**src/design/sm64_pkg.sv**
```systemverilog
package sm64_pkg;

   localparam int DATA_W        = 64;
   localparam int HALF_W        = 32;
   localparam int CMD_W         = 2;
   localparam int BYTE_COUNT_W  = 10;
   localparam int VALID_BYTES_W = 4;
   localparam int WORD_BYTES    = 8;

   localparam int DEFAULT_MAX_REQUEST_BYTES = 512;

   localparam logic [DATA_W-1:0] GOLDEN_STEP = 64'h9e3779b97f4a7c15;
   localparam logic [DATA_W-1:0] MIX_MUL_A   = 64'hbf58476d1ce4e5b9;
   localparam logic [DATA_W-1:0] MIX_MUL_B   = 64'h94d049bb133111eb;
   localparam int                SHIFT_FIRST  = 30;
   localparam int                SHIFT_SECOND = 27;
   localparam int                SHIFT_THIRD  = 31;

   // The remainder unit retires one dividend bit per step.
   localparam int DIV_STEPS = DATA_W;
   localparam int DIV_CNT_W = $clog2(DIV_STEPS);

   typedef enum logic [CMD_W-1:0] {
      CMD_SEED     = 2'd0,
      CMD_GENERATE = 2'd1,
      CMD_UNIFORM  = 2'd2,
      CMD_UNUSED   = 2'd3
   } sm64_cmd_type;

   typedef enum logic [3:0] {
      OP_NONE,
      OP_SEED,
      OP_CAPTURE,
      OP_LOAD,
      OP_MUL_LL,
      OP_MUL_HL,
      OP_MUL_LH,
      OP_FOLD27,
      OP_FOLD31,
      OP_DIV_STEP,
      OP_PUT_GEN,
      OP_PUT_UNI,
      OP_PUT_ZERO
   } sm64_op_type;

   typedef enum logic [3:0] {
      ST_IDLE,
      ST_LOAD,
      ST_MUL_LL,
      ST_MUL_HL,
      ST_MUL_LH,
      ST_FOLD,
      ST_DIV,
      ST_PUT_GEN,
      ST_PUT_UNI,
      ST_PUT_ZERO
   } sm64_state_type;

   typedef struct packed {
      sm64_op_type op;
      logic        mul_b;
   } sm64_dp_cmd_type;

   typedef struct packed {
      logic out_free;
      logic count_zero;
      logic bound_zero;
      logic last_chunk;
   } sm64_dp_status_type;

endpackage

```
**src/design/sm64_if.sv**
```systemverilog
interface sm64_req_if import sm64_pkg::*; ();
   logic                      valid;
   logic                      ready;
   logic [CMD_W-1:0]          cmd;
   logic [BYTE_COUNT_W-1:0]   byte_count;
   logic [DATA_W-1:0]         bound;
   logic [DATA_W-1:0]         entropy;

   modport source (output valid, output cmd, output byte_count, output bound,
                   output entropy, input ready);
   modport sink   (input valid, input cmd, input byte_count, input bound,
                   input entropy, output ready);
endinterface

interface sm64_rsp_if import sm64_pkg::*; ();
   logic                      valid;
   logic                      ready;
   logic [DATA_W-1:0]         value;
   logic [VALID_BYTES_W-1:0]  valid_bytes;
   logic                      last;

   modport source (output valid, output value, output valid_bytes, output last,
                   input ready);
   modport sink   (input valid, input value, input valid_bytes, input last,
                   output ready);
endinterface

```
**src/design/sm64_ctrl.sv**
```systemverilog
module sm64_ctrl import sm64_pkg::*; (
   input  logic               clock,
   input  logic               reset,
   input  logic               req_valid,
   input  logic [CMD_W-1:0]   req_cmd,
   output logic               req_ready,
   input  sm64_dp_status_type status,
   output sm64_dp_cmd_type    dp_cmd
);

   sm64_state_type        state_ff, state_in;
   logic                  mul_b_ff, mul_b_in;
   logic                  uni_ff, uni_in;
   logic [DIV_CNT_W-1:0]  div_cnt_ff, div_cnt_in;
   sm64_cmd_type          cmd_code;

   assign cmd_code = sm64_cmd_type'(req_cmd);

   always_ff @(posedge clock) begin
      if (reset) begin
         state_ff   <= ST_IDLE;
         mul_b_ff   <= 1'b0;
         uni_ff     <= 1'b0;
         div_cnt_ff <= '0;
      end else begin
         state_ff   <= state_in;
         mul_b_ff   <= mul_b_in;
         uni_ff     <= uni_in;
         div_cnt_ff <= div_cnt_in;
      end
   end

   always_comb begin
      state_in     = state_ff;
      mul_b_in     = mul_b_ff;
      uni_in       = uni_ff;
      div_cnt_in   = div_cnt_ff;
      req_ready    = 1'b0;
      dp_cmd.op    = OP_NONE;
      dp_cmd.mul_b = mul_b_ff;
      unique case (state_ff)
         ST_IDLE: begin
            req_ready = 1'b1;
            if (req_valid) begin
               unique case (cmd_code)
                  CMD_SEED: begin
                     dp_cmd.op = OP_SEED;
                  end
                  CMD_GENERATE: begin
                     dp_cmd.op = OP_CAPTURE;
                     uni_in    = 1'b0;
                     if (!status.count_zero) begin
                        state_in = ST_LOAD;
                     end
                  end
                  CMD_UNIFORM: begin
                     dp_cmd.op = OP_CAPTURE;
                     uni_in    = 1'b1;
                     state_in  = status.bound_zero ? ST_PUT_ZERO : ST_LOAD;
                  end
                  default: begin
                  end
               endcase
            end
         end
         ST_LOAD: begin
            dp_cmd.op = OP_LOAD;
            mul_b_in  = 1'b0;
            state_in  = ST_MUL_LL;
         end
         ST_MUL_LL: begin
            dp_cmd.op = OP_MUL_LL;
            state_in  = ST_MUL_HL;
         end
         ST_MUL_HL: begin
            dp_cmd.op = OP_MUL_HL;
            state_in  = ST_MUL_LH;
         end
         ST_MUL_LH: begin
            dp_cmd.op = OP_MUL_LH;
            state_in  = ST_FOLD;
         end
         ST_FOLD: begin
            if (!mul_b_ff) begin
               dp_cmd.op = OP_FOLD27;
               mul_b_in  = 1'b1;
               state_in  = ST_MUL_LL;
            end else begin
               dp_cmd.op  = OP_FOLD31;
               mul_b_in   = 1'b0;
               div_cnt_in = '0;
               state_in   = uni_ff ? ST_DIV : ST_PUT_GEN;
            end
         end
         ST_DIV: begin
            dp_cmd.op  = OP_DIV_STEP;
            div_cnt_in = div_cnt_ff + 1'b1;
            if (div_cnt_ff == DIV_CNT_W'(DIV_STEPS - 1)) begin
               state_in = ST_PUT_UNI;
            end
         end
         ST_PUT_GEN: begin
            if (status.out_free) begin
               dp_cmd.op = OP_PUT_GEN;
               state_in  = status.last_chunk ? ST_IDLE : ST_LOAD;
            end
         end
         ST_PUT_UNI: begin
            if (status.out_free) begin
               dp_cmd.op = OP_PUT_UNI;
               state_in  = ST_IDLE;
            end
         end
         ST_PUT_ZERO: begin
            if (status.out_free) begin
               dp_cmd.op = OP_PUT_ZERO;
               state_in  = ST_IDLE;
            end
         end
         default: begin
            state_in = ST_IDLE;
         end
      endcase
   end

endmodule

```
**src/design/sm64_datapath.sv**
```systemverilog
module sm64_datapath import sm64_pkg::*; #(
   parameter int MAX_REQUEST_BYTES = DEFAULT_MAX_REQUEST_BYTES
) (
   input  logic                      clock,
   input  logic                      reset,
   input  sm64_dp_cmd_type           dp_cmd,
   output sm64_dp_status_type        status,
   input  logic [BYTE_COUNT_W-1:0]   req_byte_count,
   input  logic [DATA_W-1:0]         req_bound,
   input  logic [DATA_W-1:0]         req_entropy,
   input  logic                      rsp_ready,
   output logic                      rsp_valid,
   output logic [DATA_W-1:0]         rsp_value,
   output logic [VALID_BYTES_W-1:0]  rsp_valid_bytes,
   output logic                      rsp_last
);

   localparam int CNT_W = $clog2(MAX_REQUEST_BYTES + 1);

   logic [DATA_W-1:0]         gen_state_ff, gen_state_in;
   logic [DATA_W-1:0]         entropy_ff, entropy_in;
   logic [DATA_W-1:0]         bound_ff, bound_in;
   logic [CNT_W-1:0]          remain_ff, remain_in;
   logic [DATA_W-1:0]         acc_ff, acc_in;
   logic [DATA_W-1:0]         prod_ff, prod_in;
   logic [DATA_W-1:0]         z_ff, z_in;
   logic [DATA_W-1:0]         rem_ff, rem_in;
   logic                      rsp_valid_ff, rsp_valid_in;
   logic [DATA_W-1:0]         rsp_value_ff, rsp_value_in;
   logic [VALID_BYTES_W-1:0]  rsp_bytes_ff, rsp_bytes_in;
   logic                      rsp_last_ff, rsp_last_in;

   logic [DATA_W-1:0]         mul_const;
   logic [HALF_W-1:0]         mul_opa, mul_opb;
   logic [DATA_W-1:0]         mul_out;
   logic [DATA_W-1:0]         fold_sum;
   logic [DATA_W-1:0]         draw_x;
   logic [DATA_W:0]           div_shift;
   logic [DATA_W:0]           div_diff;
   logic [VALID_BYTES_W-1:0]  chunk;
   logic [DATA_W-1:0]         masked_word;
   logic                      out_free;

   assign mul_const = dp_cmd.mul_b ? MIX_MUL_B : MIX_MUL_A;
   assign mul_out   = {{HALF_W{1'b0}}, mul_opa} * {{HALF_W{1'b0}}, mul_opb};
   assign fold_sum  = acc_ff + {prod_ff[HALF_W-1:0], {HALF_W{1'b0}}};
   assign draw_x    = ((gen_state_ff != '0) ? gen_state_ff : entropy_ff) + GOLDEN_STEP;
   assign div_shift = {rem_ff, z_ff[DATA_W-1]};
   assign div_diff  = div_shift - {1'b0, bound_ff};

   assign chunk = (remain_ff >= CNT_W'(WORD_BYTES)) ? VALID_BYTES_W'(WORD_BYTES)
                                                    : VALID_BYTES_W'(remain_ff);

   always_comb begin
      for (int i = 0; i < WORD_BYTES; i++) begin
         masked_word[i*8 +: 8] = (VALID_BYTES_W'(i) < chunk) ? z_ff[i*8 +: 8] : 8'd0;
      end
   end

   assign out_free          = !rsp_valid_ff || rsp_ready;
   assign status.out_free   = out_free;
   assign status.count_zero = (req_byte_count == '0);
   assign status.bound_zero = (req_bound == '0);
   assign status.last_chunk = (remain_ff <= CNT_W'(WORD_BYTES));

   always_ff @(posedge clock) begin
      if (reset) begin
         gen_state_ff <= '0;
         rsp_valid_ff <= 1'b0;
      end else begin
         gen_state_ff <= gen_state_in;
         rsp_valid_ff <= rsp_valid_in;
      end
   end

   always_ff @(posedge clock) begin
      entropy_ff   <= entropy_in;
      bound_ff     <= bound_in;
      remain_ff    <= remain_in;
      acc_ff       <= acc_in;
      prod_ff      <= prod_in;
      z_ff         <= z_in;
      rem_ff       <= rem_in;
      rsp_value_ff <= rsp_value_in;
      rsp_bytes_ff <= rsp_bytes_in;
      rsp_last_ff  <= rsp_last_in;
   end

   always_comb begin
      gen_state_in = gen_state_ff;
      entropy_in   = entropy_ff;
      bound_in     = bound_ff;
      remain_in    = remain_ff;
      acc_in       = acc_ff;
      prod_in      = prod_ff;
      z_in         = z_ff;
      rem_in       = rem_ff;
      mul_opa      = z_ff[HALF_W-1:0];
      mul_opb      = mul_const[HALF_W-1:0];
      rsp_valid_in = rsp_valid_ff && !rsp_ready;
      rsp_value_in = rsp_value_ff;
      rsp_bytes_in = rsp_bytes_ff;
      rsp_last_in  = rsp_last_ff;
      unique case (dp_cmd.op)
         OP_SEED: begin
            gen_state_in = req_entropy;
         end
         OP_CAPTURE: begin
            entropy_in = req_entropy;
            bound_in   = req_bound;
            if (req_byte_count > BYTE_COUNT_W'(MAX_REQUEST_BYTES)) begin
               remain_in = CNT_W'(MAX_REQUEST_BYTES);
            end else begin
               remain_in = CNT_W'(req_byte_count);
            end
         end
         OP_LOAD: begin
            gen_state_in = draw_x;
            z_in         = draw_x ^ (draw_x >> SHIFT_FIRST);
         end
         OP_MUL_LL: begin
            prod_in = mul_out;
         end
         OP_MUL_HL: begin
            mul_opa = z_ff[DATA_W-1:HALF_W];
            acc_in  = prod_ff;
            prod_in = mul_out;
         end
         OP_MUL_LH: begin
            mul_opb = mul_const[DATA_W-1:HALF_W];
            acc_in  = fold_sum;
            prod_in = mul_out;
         end
         OP_FOLD27: begin
            z_in = fold_sum ^ (fold_sum >> SHIFT_SECOND);
         end
         OP_FOLD31: begin
            z_in   = fold_sum ^ (fold_sum >> SHIFT_THIRD);
            rem_in = '0;
         end
         OP_DIV_STEP: begin
            z_in = {z_ff[DATA_W-2:0], 1'b0};
            if (div_shift >= {1'b0, bound_ff}) begin
               rem_in = div_diff[DATA_W-1:0];
            end else begin
               rem_in = div_shift[DATA_W-1:0];
            end
         end
         OP_PUT_GEN: begin
            rsp_valid_in = 1'b1;
            rsp_value_in = masked_word;
            rsp_bytes_in = chunk;
            rsp_last_in  = status.last_chunk;
            remain_in    = remain_ff - CNT_W'(chunk);
         end
         OP_PUT_UNI: begin
            rsp_valid_in = 1'b1;
            rsp_value_in = rem_ff;
            rsp_bytes_in = VALID_BYTES_W'(WORD_BYTES);
            rsp_last_in  = 1'b1;
         end
         OP_PUT_ZERO: begin
            rsp_valid_in = 1'b1;
            rsp_value_in = '0;
            rsp_bytes_in = VALID_BYTES_W'(WORD_BYTES);
            rsp_last_in  = 1'b1;
         end
         default: begin
         end
      endcase
   end

   assign rsp_valid       = rsp_valid_ff;
   assign rsp_value       = rsp_value_ff;
   assign rsp_valid_bytes = rsp_bytes_ff;
   assign rsp_last        = rsp_last_ff;

endmodule

```
**src/design/splitmix64_random_source.sv**
```systemverilog
// A splitmix64 random source with one 64-bit state word that resets to zero,
// meaning unseeded; while the state is zero every draw starts from the
// request's entropy word instead. A seed request loads the state from entropy
// and is taken with no result beat. A generate request gives
// ceil(byte_count/8) beats, byte_count saturating at MAX_REQUEST_BYTES, each
// beat carrying a fresh draw with its unused high bytes zeroed, its count of
// valid low bytes and a last flag on the final beat; a byte_count of zero
// gives no beat. A uniform request gives one beat holding the draw modulo
// bound, or zero without a draw when bound is zero. Command code three is
// taken and dropped. One request is worked at a time: each draw runs on a
// single shared 32x32 multiplier (three partial products for each of the two
// 64-bit mixing multiplies), and the remainder unit of a uniform request
// retires one dividend bit per cycle. The result beat sits in an output
// register, so the next draw or the next request proceeds while a beat
// waits for the sink.
module splitmix64_random_source import sm64_pkg::*; #(
   parameter int MAX_REQUEST_BYTES = DEFAULT_MAX_REQUEST_BYTES
) (
   input  logic       clock,
   input  logic       reset,
   sm64_req_if.sink   req,
   sm64_rsp_if.source rsp
);

   // Command and status between the sequencer and the datapath.
   sm64_dp_cmd_type    dp_cmd;
   sm64_dp_status_type dp_status;

   // The sequencer owns the request handshake and steps the datapath through
   // the draw, the mixing multiplies and the remainder iterations.
   sm64_ctrl u_ctrl (
      .clock     (clock),
      .reset     (reset),
      .req_valid (req.valid),
      .req_cmd   (req.cmd),
      .req_ready (req.ready),
      .status    (dp_status),
      .dp_cmd    (dp_cmd)
   );

   // The datapath holds the generator state, the captured request, the
   // shared multiplier, the remainder unit and the output register.
   sm64_datapath #(
      .MAX_REQUEST_BYTES (MAX_REQUEST_BYTES)
   ) u_datapath (
      .clock           (clock),
      .reset           (reset),
      .dp_cmd          (dp_cmd),
      .status          (dp_status),
      .req_byte_count  (req.byte_count),
      .req_bound       (req.bound),
      .req_entropy     (req.entropy),
      .rsp_ready       (rsp.ready),
      .rsp_valid       (rsp.valid),
      .rsp_value       (rsp.value),
      .rsp_valid_bytes (rsp.valid_bytes),
      .rsp_last        (rsp.last)
   );

endmodule

```
**src/flat_wrapper.sv**
```systemverilog
// flat-port wrapper written by rule: the top's interface ports become plain ports
module splitmix64_random_source_flat import sm64_pkg::*;
#(
   parameter int MAX_REQUEST_BYTES = DEFAULT_MAX_REQUEST_BYTES
)
  (clock, reset, req_valid, req_cmd, req_byte_count, req_bound, req_entropy, req_ready, rsp_valid, rsp_value, rsp_valid_bytes, rsp_last, rsp_ready);
  sm64_req_if req_i ();
  sm64_rsp_if rsp_i ();
  input  logic clock;
  input  logic reset;
  input wire logic [$bits(req_i.valid)-1:0] req_valid;
  input wire logic [$bits(req_i.cmd)-1:0] req_cmd;
  input wire logic [$bits(req_i.byte_count)-1:0] req_byte_count;
  input wire logic [$bits(req_i.bound)-1:0] req_bound;
  input wire logic [$bits(req_i.entropy)-1:0] req_entropy;
  output wire logic [$bits(req_i.ready)-1:0] req_ready;
  output wire logic [$bits(rsp_i.valid)-1:0] rsp_valid;
  output wire logic [$bits(rsp_i.value)-1:0] rsp_value;
  output wire logic [$bits(rsp_i.valid_bytes)-1:0] rsp_valid_bytes;
  output wire logic [$bits(rsp_i.last)-1:0] rsp_last;
  input wire logic [$bits(rsp_i.ready)-1:0] rsp_ready;
  assign req_i.valid = req_valid;
  assign req_i.cmd = req_cmd;
  assign req_i.byte_count = req_byte_count;
  assign req_i.bound = req_bound;
  assign req_i.entropy = req_entropy;
  assign req_ready = req_i.ready;
  assign rsp_valid = rsp_i.valid;
  assign rsp_value = rsp_i.value;
  assign rsp_valid_bytes = rsp_i.valid_bytes;
  assign rsp_last = rsp_i.last;
  assign rsp_i.ready = rsp_ready;
  splitmix64_random_source #(.MAX_REQUEST_BYTES(MAX_REQUEST_BYTES)) u_core (.clock(clock), .reset(reset), .req(req_i), .rsp(rsp_i));
endmodule
```
**config.mk**
```make
export PLATFORM = sky130hd
export DESIGN_NAME = splitmix64_random_source_flat
export DESIGN_NICKNAME = d
export VERILOG_FILES = /design/src/design/sm64_pkg.sv /design/src/design/sm64_if.sv /design/src/design/sm64_ctrl.sv /design/src/design/sm64_datapath.sv /design/src/design/splitmix64_random_source.sv /design/src/flat_wrapper.sv
export SDC_FILE = /design/constraint.sdc
export NUM_CORES = 2
export LEC_CHECK = 0
export ABC_AREA = 0
export BUFFER_PORTS_ARGS = -buffer_cell sky130_fd_sc_hd__buf_4
export CAP_MARGIN = 30
export CORE_MARGIN = 8
export CORE_UTILIZATION = 45
export DETAILED_ROUTE_END_ITERATION = 16
export GPL_ROUTABILITY_DRIVEN = 0
export PLACE_DENSITY = 0.71
export SLEW_MARGIN = 20
export SYNTH_ARGS = -nofsm -noshare
export SYNTH_HDL_FRONTEND = slang
export SYNTH_SLANG_ARGS = --single-unit
```
**constraint.sdc**
```tcl
create_clock -name clock -period 51.2 [get_ports clock]
set_input_delay 10.24 -clock clock [delete_from_list [all_inputs] [get_ports clock]]
set_output_delay 10.24 -clock clock [all_outputs]
set_load 0.01 [all_outputs]
```
==> metrics.csv <==
metric,value,unit
Skew-Pair Late Insertion Delay,0.63,ns
IO buf count,214,
peak fanout along the critical path,65,
H-tree depth,2,
hold-fix buffers at CTS,0,
First DRT Iteration DRCs,6040,
Syn-to-layout area delta,8.62,%
total CTS buffers,51,
ys async rst share,0,%
io pins,215,
Via Count,46570,
routed len/inst,24.5,um
CP top delay family,buffers and inverters,
Synthesized Nets,7434,
vias in the first global route,46943,
post_cts resized,0,
Max Buffers Root-to-Sink,3,
worst slew pin tran,1.05,ns
Initial Utilization,45.3,%
Final Hold Vio Count,0,
CTS tree,built,
DPL Wire Length,159000,um
placed cells,7841,
worst hold slack,0.483,ns
Slew Limit Fails,0,
main flop type after synthesis,edfxtp_1,
WP data required,51.47,ns
Mapped Cells,6035,
Initial DRT Pass Iterations,10,
final setup vio count,0,
Yosys warning total,0,
post-synthesis cell type count,103,
Seq cells post-synth,540,
RSZ-0062 raised after global routing,false,
crit share post-route,25.6,%
initial antenna violation count,3,
final wirelength,194000,um
crit-path cells,buf_4 > nand2b_1 > nand2_1 > o22ai_1 > nor4_2 > buf_4 > buf_4 > nand2b_1,
Worst EP arrival,13.39,ns
Worst path most repeated cell,buf_4,
critical path class,in -> reg,
Root Buffer,clkbuf_16,
Vias per Instance,5.87,
Tmin final,13.12,ns
grt ovf,0,
worst-case clock skew,0.0295,ns
Final TNS setup,0,ns
number of setup buffers added after CTS,0,
clk sinks,540,
slew margin rel.,28.2,%
Hold Crit Class,reg -> reg,
first-pass GRT wire length,291000,um
number of enable flip-flop cells after synthesis,463,
Max Cap Viol,0,
maximum clock frequency,0.0762,GHz
Mapped Avg Cell Area,9.87,um^2
Buf/Inv on CP,3,
Netlist Area Pre-Place,59500,um^2
Fill cells,11897,
die width,380,um
layout cell share with drive strength beyond 1,7.55,%
status,"finished, final reports clean",
Core ar.,131000,um^2
CP startpoint kind,input port,
CP max stage delay,0.78,ns
largest net degree at the start of global routing,88,
nets,7538,
final non-filler cell total,7940,
die area,144000,um^2
element type at the critical path end,flop,
sequential share of the synthesized area,25.9,%
Residual DRC,0,
"Clk pin slew, worst setup/hold paths",0.06,ns
DRT antenna net count,0,
Die Y,380,um
"Slowest-stage cell, CP",buf_4,
GRT Total Usage,26.0,%
Row Count,133,
==> area by class of cell <==
| cell class | instances | area [um^2] | share of cell area, % |
|---|---|---|---|
| Multi-Input combinational cell | 4133 | 39000 | 60.4 |
| Sequential cell | 540 | 15400 | 23.9 |
| Inverter | 1140 | 4280 | 6.62 |
| Tap cell | 1755 | 2200 | 3.40 |
| Timing Repair Buffer | 273 | 2030 | 3.15 |
| Clock buffer | 61 | 1340 | 2.06 |
| Clock inverter | 35 | 323 | 0.499 |
| Antenna cell | 3 | 7.51 | 0.0116 |
==> sequential cells by signal (all words and copies together) (netlist names) <==
name,cells
u_core.u_ctrl.div_cnt_ff,6
u_core.u_ctrl.mul_b_ff,1
u_core.u_ctrl.state_ff,4
u_core.u_ctrl.uni_ff,1
u_core.u_datapath.acc_ff,64
u_core.u_datapath.bound_ff,64
u_core.u_datapath.entropy_ff,64
u_core.u_datapath.gen_state_ff,64
u_core.u_datapath.prod_ff,64
u_core.u_datapath.rem_ff,64
u_core.u_datapath.remain_ff,10
u_core.u_datapath.rsp_last,1
u_core.u_datapath.rsp_valid,1
u_core.u_datapath.rsp_valid_bytes,4
u_core.u_datapath.rsp_value,64
u_core.u_datapath.z_ff,64
==> tightest hold or removal path, cell delays in order, from the launching register on <==
cell and delay, ns:
dfxtp_1 0.33, nand2_1 0.06, a21oi_1 0.05
==> synth_stat cells, types with 16 or more instances <==
| library cell | count | area [um^2] |
|---|---|---|
| mux2i_1 | 77 | 771 |
| clkbuf_1 | 179 | 672 |
| nor4_1 | 36 | 225 |
| o221ai_1 | 20 | 175 |
| nand2_1 | 380 | 1430 |
| buf_1 | 22 | 82.6 |
| inv_1 | 1129 | 4240 |
| or2_2 | 20 | 125 |
| and3_1 | 17 | 106 |
| nand3_1 | 52 | 260 |
| nor2b_1 | 23 | 144 |
| nand4_1 | 34 | 213 |
| a211oi_1 | 48 | 360 |
| o22ai_1 | 21 | 131 |
| o21ai_0 | 199 | 996 |
| a21oi_1 | 356 | 1780 |
| xor2_1 | 101 | 885 |
| mux2_2 | 28 | 315 |
| a31oi_1 | 36 | 225 |
| xnor2_1 | 186 | 1630 |
| o211ai_1 | 18 | 135 |
| and2_1 | 49 | 307 |
| edfxtp_1 | 463 | 13900 |
| dfxtp_1 | 77 | 1540 |
| nor2_1 | 512 | 1920 |
| o21a_1 | 31 | 233 |
| ha_1 | 456 | 5710 |
| o21ai_1 | 22 | 110 |
| a21o_1 | 119 | 893 |
| o21bai_1 | 32 | 240 |
| nor3_1 | 104 | 521 |
| a311oi_1 | 23 | 201 |
| o31ai_1 | 16 | 120 |
| a22oi_1 | 35 | 263 |
| nand2b_1 | 30 | 188 |
| fa_1 | 799 | 16000 |
| a22o_1 | 66 | 578 |
==> final timing paths <==
| path | from | to | slack [ns] | cells after the start |
|---|---|---|---|---|
| worst min register to register | u_core.u_datapath.gen_state_ff[62]$_SDFFE_PP0P_ | u_core.u_datapath.gen_state_ff[62]$_SDFFE_PP0P_ | 0.48 | 2 |
| worst max register to register | u_core.u_ctrl.state_ff[1]$_SDFFE_PP0P_ | u_core.u_datapath.prod_ff[58]$_DFFE_PP_ | 39.15 | 33 |
| worst min-delay path | u_core.u_datapath.gen_state_ff[62]$_SDFFE_PP0P_ | u_core.u_datapath.gen_state_ff[62]$_SDFFE_PP0P_ | 0.48 | 2 |
| worst max-delay path | rsp_ready | u_core.u_datapath.remain_ff[8]$_DFFE_PP_ | 38.08 | 8 |
==> layout by cell type (no fill, tap or decap), types with 101 or more instances in the layout <==
cell type	netlist	layout
xnor2_1	186	186
ha_1	456	456
nand2_1	380	378
nor2_1	512	508
xor2_1	101	101
o21ai_0	199	198
a21oi_1	356	356
nor3_1	104	101
buf_4	4	267
inv_1	1129	1127
a21o_1	119	119
edfxtp_1	463	463
fa_1	799	799
==> kinds of logic after synthesis <==
kind of cell	Yosys count	synth area share, %
buffers and inverters	1362	8.67
and+or+nand+nor	1323	10.0
adders and majority gates	1255	36.4
AOI/OAI and AO/OA	1160	12.8
DFF	540	25.9
xor gates and xnor gates	289	4.28
muxes	105	1.82
other	1	0.00630
==> routing by layer <==
layer	GRT usage, %	wire, um	vias to the layer above
li1	-	-	20245
met1	33.9	74000	22738
met2	40.5	85700	3001
met3	6.83	23400	586
met4	12.2	11400	0
met5	0	0	-
==> through the flow <==
stage,setup slack [ns],util [%],cell area [um^2]
finish,38.08,49.2,64700
global route,37.83,49.2,64700
CTS,38.06,49.2,64700
detailed placement,37.37,47.9,63000
global placement,37.56,47.9,63000
floorplan,26.88,-,59500
Power is left out: the tool's default activity adds up to more than one toggle a clock period on the data nets, which glitch-free logic cannot reach.
